--- src/rtl/itb_pkg.sv ---
// shared types, constants and helpers for the balanced ternary converter
`timescale 1ns / 1ps

package itb_pkg;

    // default cap on digits per item
    localparam int MAX_TRITS_DEF = 10;

    // input word width
    localparam int VALUE_W = 32;

    // trit codes, two's complement in two bits
    localparam logic [1:0] TRIT_ZERO = 2'b00;
    localparam logic [1:0] TRIT_POS  = 2'b01;
    localparam logic [1:0] TRIT_NEG  = 2'b11;

    // remainder codes
    localparam logic [1:0] REM_ZERO = 2'd0;
    localparam logic [1:0] REM_ONE  = 2'd1;
    localparam logic [1:0] REM_TWO  = 2'd2;

    // multiplicative inverse of three modulo 2**32, exact division only
    localparam logic [VALUE_W-1:0] INV3 = 32'hAAAA_AAAB;

    // shift control for the digit chain
    typedef struct packed {
        logic push;
        logic pop;
    } cell_ctrl_t;

    // control for the divide-by-three unit
    typedef struct packed {
        logic load;
        logic reduce;
        logic divide;
    } div_ctrl_t;

    // status back from the divide-by-three unit
    typedef struct packed {
        logic [1:0] code;
        logic       rest_zero;
    } div_stat_t;

    // residue mod 3 of a 32-bit word: 4 = 1 mod 3, so base-4 digits add up
    function automatic logic [1:0] mod3(input logic [VALUE_W-1:0] x);
        logic [5:0] s1;
        logic [3:0] s2;
        logic [1:0] r;
        s1 = '0;
        for (int i = 0; i < VALUE_W / 2; i++)
        begin
            s1 = s1 + 6'(x[2*i +: 2]);
        end
        s2 = 4'(s1[1:0]) + 4'(s1[3:2]) + 4'(s1[5:4]);
        unique case (s2)
            4'd0, 4'd3, 4'd6, 4'd9:   r = REM_ZERO;
            4'd1, 4'd4, 4'd7, 4'd10:  r = REM_ONE;
            4'd2, 4'd5, 4'd8, 4'd11:  r = REM_TWO;
            4'd12, 4'd15:             r = REM_ZERO;
            4'd13:                    r = REM_ONE;
            default:                  r = REM_TWO;
        endcase
        return r;
    endfunction

endpackage

--- src/rtl/integer_to_balanced_ternary.sv ---
// top level: signed integer in, balanced ternary digits out, most significant first
//
//   channel | handshake            | payload
//   --------+----------------------+----------------------------------
//   input   | in_valid / in_ready   | value (32-bit signed)
//   output  | out_valid / out_ready | trit (2-bit signed), last
//
// an item with n digits is accepted, then worked on, then sent out in n output
// beats; zero skips the work and goes straight to its one beat. the work is
// done by the shared divide-by-three unit, which alternates a reduce step and
// a multiply step.
// digits collect in a chain of cells and shift out from its head.
// a new item is taken only after the last digit of the previous one leaves.
// reset clears the control state; the chain and working registers need none.
`timescale 1ns / 1ps

module integer_to_balanced_ternary
    import itb_pkg::*;
#(
    parameter int MAX_TRITS = MAX_TRITS_DEF
)
(
    input  logic                      clk,
    input  logic                      rst_n,
    input  logic                      in_valid,
    output logic                      in_ready,
    input  logic signed [VALUE_W-1:0] value,
    output logic                      out_valid,
    input  logic                      out_ready,
    output logic signed [1:0]         trit,
    output logic                      last
);

    localparam int CNT_W = $clog2(MAX_TRITS + 1);

    typedef enum logic [3:0] {
        S_IDLE   = 4'b0001,
        S_REDUCE = 4'b0010,
        S_DIVIDE = 4'b0100,
        S_EMIT   = 4'b1000
    } state_t;

    state_t           state_reg;
    state_t           state_next;
    logic [CNT_W-1:0] count_reg;
    logic [CNT_W-1:0] count_next;
    logic             in_acc;
    logic             out_acc;
    logic             is_zero;
    logic [1:0]       head_trit;
    cell_ctrl_t       cell_ctrl;
    div_ctrl_t        div_ctrl;
    div_stat_t        div_stat;
    logic [1:0]       cell_q [MAX_TRITS];

    assign in_ready  = (state_reg == S_IDLE);
    assign out_valid = (state_reg == S_EMIT);
    assign in_acc    = in_valid && in_ready;
    assign out_acc   = out_valid && out_ready;
    assign is_zero   = (value == '0);

    // sequencer
    always_comb
    begin
        state_next     = state_reg;
        count_next     = count_reg;
        cell_ctrl.push = 1'b0;
        cell_ctrl.pop  = 1'b0;
        div_ctrl       = '0;
        head_trit      = div_stat.code;
        unique case (state_reg)
            S_IDLE:
            begin
                head_trit = TRIT_ZERO;
                if (in_acc)
                begin
                    div_ctrl.load = 1'b1;
                    count_next    = '0;
                    if (is_zero)
                    begin
                        cell_ctrl.push = 1'b1;
                        count_next     = CNT_W'(1);
                        state_next     = S_EMIT;
                    end
                    else
                    begin
                        state_next = S_REDUCE;
                    end
                end
            end
            S_REDUCE:
            begin
                div_ctrl.reduce = 1'b1;
                cell_ctrl.push  = 1'b1;
                count_next      = count_reg + CNT_W'(1);
                if (div_stat.rest_zero || count_next == CNT_W'(MAX_TRITS))
                begin
                    state_next = S_EMIT;
                end
                else
                begin
                    state_next = S_DIVIDE;
                end
            end
            S_DIVIDE:
            begin
                div_ctrl.divide = 1'b1;
                state_next      = S_REDUCE;
            end
            S_EMIT:
            begin
                if (out_acc)
                begin
                    cell_ctrl.pop = 1'b1;
                    count_next    = count_reg - CNT_W'(1);
                    if (count_reg == CNT_W'(1))
                    begin
                        state_next = S_IDLE;
                    end
                end
            end
            default:
            begin
                state_next = S_IDLE;
            end
        endcase
    end

    always_ff @(posedge clk or negedge rst_n)
    begin
        if (!rst_n)
        begin
            state_reg <= S_IDLE;
            count_reg <= '0;
        end
        else
        begin
            state_reg <= state_next;
            count_reg <= count_next;
        end
    end

    // shared divide-by-three unit
    itb_div3 u_div3 (
        .clk   (clk),
        .ctrl  (div_ctrl),
        .value (value),
        .stat  (div_stat)
    );

    // digit chain, head at cell 0
    for (genvar i = 0; i < MAX_TRITS; i++)
    begin : g_cell
        logic [1:0] prev_t;
        logic [1:0] next_t;
        if (i == 0)
        begin : g_head
            assign prev_t = head_trit;
        end
        else
        begin : g_body
            assign prev_t = cell_q[i-1];
        end
        if (i == MAX_TRITS - 1)
        begin : g_tail
            assign next_t = TRIT_ZERO;
        end
        else
        begin : g_mid
            assign next_t = cell_q[i+1];
        end
        itb_cell u_cell (
            .clk       (clk),
            .ctrl      (cell_ctrl),
            .prev_trit (prev_t),
            .next_trit (next_t),
            .trit      (cell_q[i])
        );
    end

    assign trit = $signed(cell_q[0]);
    assign last = (count_reg == CNT_W'(1));

endmodule

--- src/rtl/itb_cell.sv ---
// one digit cell of the chain: shifts up on push, down on pop
`timescale 1ns / 1ps

module itb_cell
    import itb_pkg::*;
(
    input  logic       clk,
    input  cell_ctrl_t ctrl,
    input  logic [1:0] prev_trit,
    input  logic [1:0] next_trit,
    output logic [1:0] trit
);

    logic [1:0] trit_reg;
    logic [1:0] trit_next;

    // take from the lower neighbor on push, the upper one on pop
    always_comb
    begin
        trit_next = trit_reg;
        if (ctrl.push)
        begin
            trit_next = prev_trit;
        end
        else if (ctrl.pop)
        begin
            trit_next = next_trit;
        end
    end

    always_ff @(posedge clk)
    begin
        trit_reg <= trit_next;
    end

    assign trit = trit_reg;

endmodule

--- src/rtl/itb_div3.sv ---
// divide-by-three unit: one digit per reduce step, exact division per divide step
`timescale 1ns / 1ps

module itb_div3
    import itb_pkg::*;
(
    input  logic               clk,
    input  div_ctrl_t          ctrl,
    input  logic [VALUE_W-1:0] value,
    output div_stat_t          stat
);

    logic [VALUE_W-1:0] u_reg;
    logic [VALUE_W-1:0] u_next;
    logic [VALUE_W-1:0] x_reg;
    logic [VALUE_W-1:0] x_next;
    logic               neg_reg;
    logic               neg_next;
    logic [VALUE_W-1:0] mag;
    logic [VALUE_W-1:0] prod;
    logic [1:0]         rem;
    logic [1:0]         base_code;

    // magnitude of the input, most negative value maps to 2**31
    assign mag = value[VALUE_W-1] ? (~value + VALUE_W'(1)) : value;

    assign rem  = mod3(u_reg);
    assign prod = x_reg * INV3;

    // digit of the magnitude, then flip it for a negative item
    always_comb
    begin
        unique case (rem)
            REM_ZERO: base_code = TRIT_ZERO;
            REM_ONE:  base_code = TRIT_POS;
            default:  base_code = TRIT_NEG;
        endcase
    end

    always_comb
    begin
        stat.code = base_code;
        if (neg_reg && base_code == TRIT_POS)
        begin
            stat.code = TRIT_NEG;
        end
        else if (neg_reg && base_code == TRIT_NEG)
        begin
            stat.code = TRIT_POS;
        end
        // only a magnitude of one leaves nothing after the digit is removed
        stat.rest_zero = (u_reg == VALUE_W'(1));
    end

    // next values of the working registers
    always_comb
    begin
        u_next   = u_reg;
        x_next   = x_reg;
        neg_next = neg_reg;
        if (ctrl.load)
        begin
            u_next   = mag;
            neg_next = value[VALUE_W-1];
        end
        else if (ctrl.divide)
        begin
            u_next = prod;
        end
        if (ctrl.reduce)
        begin
            unique case (rem)
                REM_ZERO: x_next = u_reg;
                REM_ONE:  x_next = u_reg - VALUE_W'(1);
                default:  x_next = u_reg + VALUE_W'(1);
            endcase
        end
    end

    always_ff @(posedge clk)
    begin
        u_reg   <= u_next;
        x_reg   <= x_next;
        neg_reg <= neg_next;
    end

endmodule
--- config.mk ---
export PLATFORM = sky130hd
export DESIGN_NAME = integer_to_balanced_ternary
export DESIGN_NICKNAME = d
export VERILOG_FILES = /design/src/rtl/itb_pkg.sv /design/src/rtl/integer_to_balanced_ternary.sv /design/src/rtl/itb_cell.sv /design/src/rtl/itb_div3.sv
export SDC_FILE = /design/constraint.sdc
export NUM_CORES = 1
export LEC_CHECK = 0
export ABC_AREA = 1
export CAP_MARGIN = 20
export CORE_ASPECT_RATIO = 1.25
export CORE_MARGIN = 2
export CORE_UTILIZATION = 40
export DETAILED_ROUTE_END_ITERATION = 6
export DONT_BUFFER_PORTS = 1
export PLACE_DENSITY = 0.57
export SLEW_MARGIN = 20
export SYNTH_ARGS = -nofsm -noshare
export SYNTH_HDL_FRONTEND = slang
export SYNTH_HIERARCHICAL = 1
export SYNTH_SLANG_ARGS = --single-unit
--- constraint.sdc ---
create_clock -name clk -period 6.8 [get_ports clk]
set_clock_uncertainty 0.05 [all_clocks]
set_input_delay 1.36 -clock clk [delete_from_list [all_inputs] [get_ports clk]]
set_output_delay 1.36 -clock clk [all_outputs]
set_load 0.01 [all_outputs]
==> results of run 1 <==
## layer usage
layer | wire [um] | up-vias
met5 | 0 | -
met4 | 2470 | 0
met3 | 1440 | 102
met2 | 26000 | 308
met1 | 19700 | 6452
li1 | - | 6527
## worst max-delay path by stage
stage / start / endpoint / slack, ns / cells after the start
floorplan: u_div3/u_reg[27] / u_div3/x_reg[16] / 0.63 / 25
global placement: u_div3/x_reg[4] / u_div3/u_reg[23] / -0.41 / 21
detailed placement: u_div3/x_reg[4] / u_div3/u_reg[23] / -0.39 / 21
CTS: u_div3/x_reg[13] / u_div3/u_reg[27] / -0.02 / 22
global route: u_div3/x_reg[9] / u_div3/u_reg[31] / -0.05 / 25
finish: u_div3/x_reg[15] / u_div3/u_reg[27] / 0.18 / 24
## cells in the mapped netlist, types with 7 or more instances
cell | instances | share of area [%]
a21oi_1 | 68 | 2.1
clkbuf_1 | 14 | 0.32
dfrtp_1 | 7 | 1.1
edfxtp_1 | 85 | 16
fa_1 | 212 | 26
ha_1 | 199 | 15
inv_1 | 515 | 12
nand2_1 | 381 | 8.7
nand3_1 | 73 | 2.2
nand4_1 | 28 | 1.1
nor2_1 | 150 | 3.4
nor2_2 | 8 | 0.31
nor3_1 | 36 | 1.1
nor4_1 | 10 | 0.38
o21ai_0 | 85 | 2.6
o21ai_1 | 10 | 0.31
or2_1 | 11 | 0.42
xnor2_1 | 15 | 0.80
xor2_1 | 33 | 1.8
## timing repair
item,4_1_cts,5_1_grt
hold buffers,0,0
endpoints found under the setup margin,6,33
buffers inserted,9,9
pin swaps,0,5
resized for setup,7,51
cloned,0,0
hold endpoints to repair,0,0
## through the flow
step	setup TNS, ns	area [um^2]
final	0	18200
after CTS	-0.0316	18000
after detailed placement	-0.894	17600
after global routing	-0.192	18200
after floorplan	0	16400
after global placement	-1.07	17600
## worst max-delay path: cells and delay by family, from the launching register on
kind                     cells  cell delay, ns
adder cells (fa/ha/maj)      9            4.25
AO/OA/AOI/OAI                5            0.78
buffers and inverters        8            0.67
flip-flops                   1            0.43
AND/OR/NAND/NOR              2            0.26
## kinds of logic after synthesis
| group | after synthesis | synth area share, % |
|---|---|---|
| flip-flops | 93 | 16.8 |
| buffers and inverters | 544 | 12.5 |
| other | 1 | 0.0229 |
| adder cells (fa/ha/maj) | 411 | 41.1 |
| AO/OA/AOI/OAI | 210 | 7.39 |
| XOR/XNOR | 48 | 2.57 |
| AND/OR/NAND/NOR | 730 | 19.5 |
## cell type report
type	count	area (um^2)	area share, %
clock buffer	10	229	1.26
multi-input combinational	1401	11800	64.5
sequential	93	2750	15.1
timing repair buffer	98	736	4.03
inverter	524	1970	10.8
clock inverter	6	96.3	0.528
tap	546	683	3.75
==> impl_metrics.prom, run 1 <==
# TYPE chip_impl_metric gauge
chip_impl_info{name="status",value="finished clean"} 1
chip_impl_metric{name="post_synth_instance_area",unit="mm^2"} 0.0164
chip_impl_info{name="min_to",value="g_cell[8].u_cell/trit[0]"} 1
chip_impl_metric{name="critPathRequiredTime",unit="ns"} 6.95
chip_impl_metric{name="cp_max_fo",unit=""} 5
chip_impl_metric{name="count_of_tritonroute_iterations_in_the_first_routing_pass",unit=""} 5
chip_impl_metric{name="globalRouteMet1Util",unit="%"} 29.1
chip_impl_info{name="hp-start",value="g_cell[9].u_cell/trit[0]"} 1
chip_impl_metric{name="post_drt_wl_per_cell",unit="um"} 18.5
chip_impl_metric{name="vias_per_cell",unit=""} 5.00
chip_impl_metric{name="die_width",unit="um"} 185
chip_impl_metric{name="max_clock_freq",unit="MHz"} 151
chip_impl_metric{name="number_of_failing_setup_endpoints_in_the_final_timing_report",unit=""} 0
chip_impl_metric{name="minimum_clock_period",unit="ns"} 6.62
chip_impl_metric{name="max_cap_viol_count",unit=""} 0
chip_impl_metric{name="die_h",unit="um"} 230
chip_impl_metric{name="synthesis.yosys.warnings",unit=""} 6
chip_impl_metric{name="num_antenna_cells",unit=""} 0
chip_impl_info{name="gr-max-usage-layer",value="met2"} 1
chip_impl_metric{name="slew_violations",unit=""} 0
chip_impl_info{name="slowest_stage",value="fa_1"} 1
chip_impl_metric{name="clk-insertion-delay-late",unit="ns"} 0.35
chip_impl_metric{name="synth_cells",unit=""} 2037
chip_impl_metric{name="drive_above_1_share",unit="%"} 9.62
chip_impl_metric{name="postSynthAreaPerCell",unit="um^2"} 8.03
chip_impl_metric{name="design.final.nets",unit=""} 2574
chip_impl_info{name="primary_ff_master_synth",value="edfxtp_1"} 1
chip_impl_info{name="layout_commonest_cell",value="inv_1"} 1
chip_impl_metric{name="num_ports",unit=""} 41
chip_impl_metric{name="crit_arrival",unit="ns"} 6.77
chip_impl_metric{name="floorplan.core_area",unit="mm^2"} 0.0402
chip_impl_metric{name="cts-root-to-sink-buffers",unit=""} 2
chip_impl_metric{name="gr-usage-met3",unit="%"} 1.41
chip_impl_metric{name="detailroute.via_count",unit=""} 13389
chip_impl_metric{name="fin_crit_sh",unit="%"} 97.4
chip_impl_info{name="layout_common_cells",value="514 x inv_1, 376 x nand2_1, 210 x fa_1, 187 x ha_1, 143 x nor2_1"} 1
chip_impl_metric{name="placement_stage_worst_setup_slack",unit="ns"} -0.391
chip_impl_metric{name="filler_cell_count",unit=""} 4100
chip_impl_info{name="critPathKind",value="register to register"} 1
chip_impl_metric{name="hold_viol_final",unit=""} 0
chip_impl_info{name="grt_setup_unrepaired",value="true"} 1
chip_impl_metric{name="synthToLayoutAreaGrowth",unit="%"} 11.5
chip_impl_metric{name="synth_sequential_area_ratio",unit="%"} 16.8
chip_impl_info{name="worstSetupEndpointType",value="register"} 1
chip_impl_metric{name="worst_slew_pin_slew",unit="ns"} 1.05
chip_impl_metric{name="cts_max_level",unit=""} 3
chip_impl_metric{name="cell_count_after_placement",unit=""} 2644
chip_impl_metric{name="slew_headroom",unit="%"} 29.7
chip_impl_metric{name="via_count_of_the_first_global_routing_pass",unit=""} 14016
chip_impl_metric{name="drcViolationCount",unit=""} 0
chip_impl_metric{name="grt_start_max_net_pins",unit=""} 41
chip_impl_metric{name="finalCoreUtilization",unit="%"} 45.4
chip_impl_metric{name="initial_utilization",unit="%"} 40.7
chip_impl_metric{name="grt.total_usage",unit="%"} 24.4
chip_impl_metric{name="antenna_found_initial",unit=""} 0
chip_impl_metric{name="grt.met2_usage",unit="%"} 44.8
chip_impl_metric{name="drt_first_iter_violations",unit=""} 739
chip_impl_info{name="cts_tree",value="built"} 1
chip_impl_metric{name="clock_sink_count",unit=""} 93
chip_impl_metric{name="detailedPlacementHpwl",unit="um"} 43500
chip_impl_metric{name="min_path_cells",unit=""} 2
chip_impl_metric{name="worst_r2r_path_depth",unit=""} 24
chip_impl_info{name="regToRegEndpoint",value="u_div3/u_reg[27]"} 1
chip_impl_metric{name="clk_pin_slew",unit="ns"} 0.07
chip_impl_info{name="critical_path.cell_chain",value="buf_4, ha_4, inv_1, fa_1, fa_1, inv_1, fa_1, inv_1, fa_2, fa_1, inv_1, fa_1, inv_1, fa_1, inv_1, ha_2, a21o_1, o21bai_1, a21oi_1, nand3_1, a21oi_1, o21ai_2, buf_4, nand2_2"} 1
chip_impl_metric{name="async_flop_share",unit="%"} 8.60
chip_impl_info{name="worst_setup_path_start_kind",value="register"} 1
chip_impl_metric{name="tritoncts.num_buffers",unit=""} 9
chip_impl_metric{name="reg2reg_setup_slack",unit="ns"} 0.18
chip_impl_metric{name="synth_cell_types",unit=""} 63
chip_impl_info{name="worstHoldPathType",value="register to register"} 1
chip_impl_metric{name="detail_route.wirelength",unit="um"} 49500
chip_impl_metric{name="grt_overflow",unit=""} 0
chip_impl_metric{name="grt_pass1_wl",unit="um"} 78200
chip_impl_metric{name="yosys_register_bits",unit=""} 93
chip_impl_metric{name="number_of_enable_flip_flop_cells_after_synthesis",unit=""} 85
chip_impl_metric{name="worst_slack",unit="ns"} 0.179
chip_impl_metric{name="cp_slowest_stage_delay",unit="ns"} 0.56
chip_impl_metric{name="gp_congestion",unit=""} 0.939
chip_impl_metric{name="route.antenna.remaining_nets",unit=""} 0
chip_impl_metric{name="port_buffers",unit=""} 0
chip_impl_info{name="cts_root_buf",value="clkbuf_16"} 1
chip_impl_metric{name="floorplan.rows",unit=""} 82
chip_impl_metric{name="die-area",unit="mm^2"} 0.0426
chip_impl_info{name="crit-reg2reg-launch",value="u_div3/x_reg[15]"} 1
chip_impl_metric{name="fin_hold_ws",unit="ns"} 0.484
chip_impl_metric{name="final_standard_cell_count_with_taps_included_and_fillers_excluded",unit=""} 2678
Power of run 1 is left out: the tool's default activity adds up to more than one toggle a clock period on the data nets, which glitch-free logic cannot reach.
==> inputs of run 2 (changes only) <==
--- a/config.mk
+++ b/config.mk
@@ -7,7 +7,6 @@
 export LEC_CHECK = 0
 export ABC_AREA = 1
 export CAP_MARGIN = 20
-export CORE_ASPECT_RATIO = 1.25
 export CORE_MARGIN = 2
 export CORE_UTILIZATION = 40
 export DETAILED_ROUTE_END_ITERATION = 6
==> impl_metrics.prom, run 2 (synthesized netlist as in run 1, its figures left out) <==
# TYPE chip_impl_metric gauge
chip_impl_metric{name="cts_hold_buffers",unit=""} 0
chip_impl_metric{name="clk_pin_slew",unit="ns"} 0.07
chip_impl_metric{name="filler_cell_count",unit=""} 4039
chip_impl_metric{name="crit_arrival",unit="ns"} 6.65
chip_impl_metric{name="slew_headroom",unit="%"} 33.8
chip_impl_metric{name="design.final.nets",unit=""} 2576
chip_impl_metric{name="tritoncts.num_buffers",unit=""} 9
chip_impl_info{name="worstSetupEndpointType",value="register"} 1
chip_impl_metric{name="initial_utilization",unit="%"} 40.3
chip_impl_metric{name="antenna_found_initial",unit=""} 0
chip_impl_metric{name="grt.total_usage",unit="%"} 24.4
chip_impl_info{name="layout_common_cells",value="512 x inv_1, 378 x nand2_1, 210 x fa_1, 186 x ha_1, 144 x nor2_1"} 1
chip_impl_metric{name="count_of_tritonroute_iterations_in_the_first_routing_pass",unit=""} 5
chip_impl_metric{name="fin_crit_sh",unit="%"} 97.1
chip_impl_info{name="worst_setup_path_start_kind",value="register"} 1
chip_impl_metric{name="num_antenna_cells",unit=""} 0
chip_impl_metric{name="cts_max_level",unit=""} 3
chip_impl_metric{name="min_path_cells",unit=""} 2
chip_impl_metric{name="detailedPlacementHpwl",unit="um"} 43100
chip_impl_metric{name="grt_start_max_net_pins",unit=""} 41
chip_impl_info{name="worstHoldPathType",value="register to register"} 1
chip_impl_metric{name="drt_first_iter_violations",unit=""} 766
chip_impl_metric{name="max_cap_viol_count",unit=""} 0
chip_impl_info{name="cts_root_buf",value="clkbuf_16"} 1
chip_impl_info{name="cts_tree",value="built"} 1
chip_impl_info{name="grt_setup_unrepaired",value="true"} 1
chip_impl_metric{name="die_width",unit="um"} 206
chip_impl_metric{name="route.antenna.remaining_nets",unit=""} 0
chip_impl_metric{name="clk-insertion-delay-late",unit="ns"} 0.36
chip_impl_metric{name="drive_above_1_share",unit="%"} 9.37
chip_impl_metric{name="floorplan.core_area",unit="mm^2"} 0.0406
chip_impl_metric{name="num_ports",unit=""} 41
chip_impl_metric{name="floorplan.rows",unit=""} 74
chip_impl_metric{name="detail_route.wirelength",unit="um"} 49300
chip_impl_metric{name="slew_violations",unit=""} 0
chip_impl_metric{name="area.sequential",unit="mm^2"} 0.00275
chip_impl_metric{name="fin_hold_ws",unit="ns"} 0.494
chip_impl_metric{name="die-area",unit="mm^2"} 0.0425
chip_impl_metric{name="cp_max_fo",unit=""} 4
chip_impl_metric{name="detailroute.via_count",unit=""} 13441
chip_impl_metric{name="critPathRequiredTime",unit="ns"} 6.85
chip_impl_info{name="status",value="finished clean"} 1
chip_impl_metric{name="drcViolationCount",unit=""} 0
chip_impl_metric{name="die_h",unit="um"} 206
chip_impl_info{name="layout_commonest_cell",value="inv_1"} 1
chip_impl_metric{name="via_count_of_the_first_global_routing_pass",unit=""} 13899
chip_impl_info{name="critPathKind",value="register to register"} 1
chip_impl_metric{name="grt_pass1_wl",unit="um"} 78000
chip_impl_metric{name="synthToLayoutAreaGrowth",unit="%"} 11.1
chip_impl_metric{name="cts-root-to-sink-buffers",unit=""} 2
chip_impl_metric{name="vias_per_cell",unit=""} 5.04
chip_impl_metric{name="grt_overflow",unit=""} 0
chip_impl_metric{name="port_buffers",unit=""} 0
chip_impl_metric{name="worst_slew_pin_slew",unit="ns"} 0.992
chip_impl_metric{name="max_clock_freq",unit="MHz"} 151
chip_impl_metric{name="minimum_clock_period",unit="ns"} 6.60
chip_impl_metric{name="clock_sink_count",unit=""} 93
chip_impl_metric{name="worst_r2r_path_depth",unit=""} 22
chip_impl_metric{name="gp_congestion",unit=""} 0.945
chip_impl_metric{name="area_taken_by_multi_input_logic_gates",unit="mm^2"} 0.0117
chip_impl_metric{name="post_drt_wl_per_cell",unit="um"} 18.5
chip_impl_metric{name="number_of_failing_setup_endpoints_in_the_final_timing_report",unit=""} 0
chip_impl_metric{name="hold_viol_final",unit=""} 0
[run 2: cell types whose count changed in the layout (fill, tap and decap cells not counted), sizes merged]
| cell | change |
|---|---|
| clkinvlp | -1 |
| buf | +2 |
| clkinv | +1 |
| inv | +3 |
| bufinv | -2 |
| clkbuf | -1 |
[run 2: per-layer routing]
layer | track usage (%) | share of wire, % | up-vias
li1 | - | - | 6522
met1 | 33.5 | 46 | 6462
met2 | 41.0 | 47 | 388
met3 | 2.84 | 4.7 | 69
met4 | 6.15 | 2.7 | 0
met5 | 0 | 0 | -
[run 2: metrics by stage]
step	setup TNS (ns)	std cells	utilization [%]	instance area [um^2]	setup slack (ns)
6_report	0	2666	44.7	18200	0.197
4_1_cts	0	2650	44.0	17900	0.00634
3_3_place_gp	-0.130	2632	43.3	17600	-0.0618
3_5_place_dp	-0.184	2632	43.3	17600	-0.102
5_1_grt	-0.138	2666	44.7	18200	-0.0345
2_1_floorplan	0	2038	-	16400	0.632
[run 2: final timing paths]
check / startpoint / to / slack, ns
min in group asynchronous: rst_n / count_reg[0] / 0.63
max in group asynchronous: rst_n / state_reg[0] / 5.89
setup reg to reg: u_div3/x_reg[11] / u_div3/u_reg[29] / 0.20
hold / removal: g_cell[9].u_cell/trit[1] / g_cell[8].u_cell/trit[1] / 0.49
hold reg to reg: g_cell[9].u_cell/trit[1] / g_cell[8].u_cell/trit[1] / 0.49
setup / recovery: u_div3/x_reg[11] / u_div3/u_reg[29] / 0.20
[run 2: layout make-up]
type | count | area share (%)
Inverter | 524 | 10.8
Sequential cell | 93 | 15.2
Multi-Input combinational cell | 1401 | 64.5
Tap cell | 532 | 3.66
Timing Repair Buffer | 100 | 4.20
Clock inverter | 7 | 0.372
Clock buffer | 9 | 1.24
[run 2: timing repair]
item | CTS | global route
setup buffers | 2 | 16
cloned | 0 | 0
pin swaps | 0 | 5
setup endpoints to repair | 4 | 39
gates resized for setup | 4 | 40
[run 2: worst max-delay path, stage by stage (launching register included)]
cell and delay [ns]:
edfxtp_1 0.54, ha_4 0.36, inv_1 0.08, fa_1 0.51, fa_1 0.44, fa_1 0.48, fa_1 0.49, inv_1 0.07
fa_1 0.54, fa_1 0.58, inv_1 0.07, fa_1 0.55, inv_1 0.05, ha_1 0.32, nand2_1 0.12, buf_4 0.17
nor2_1 0.13, nand2_1 0.09, or2_2 0.32, nand3_1 0.11, nand2_1 0.05, nand3_1 0.11, nand2_2 0.10
Power of run 2 is left out for the same reason.
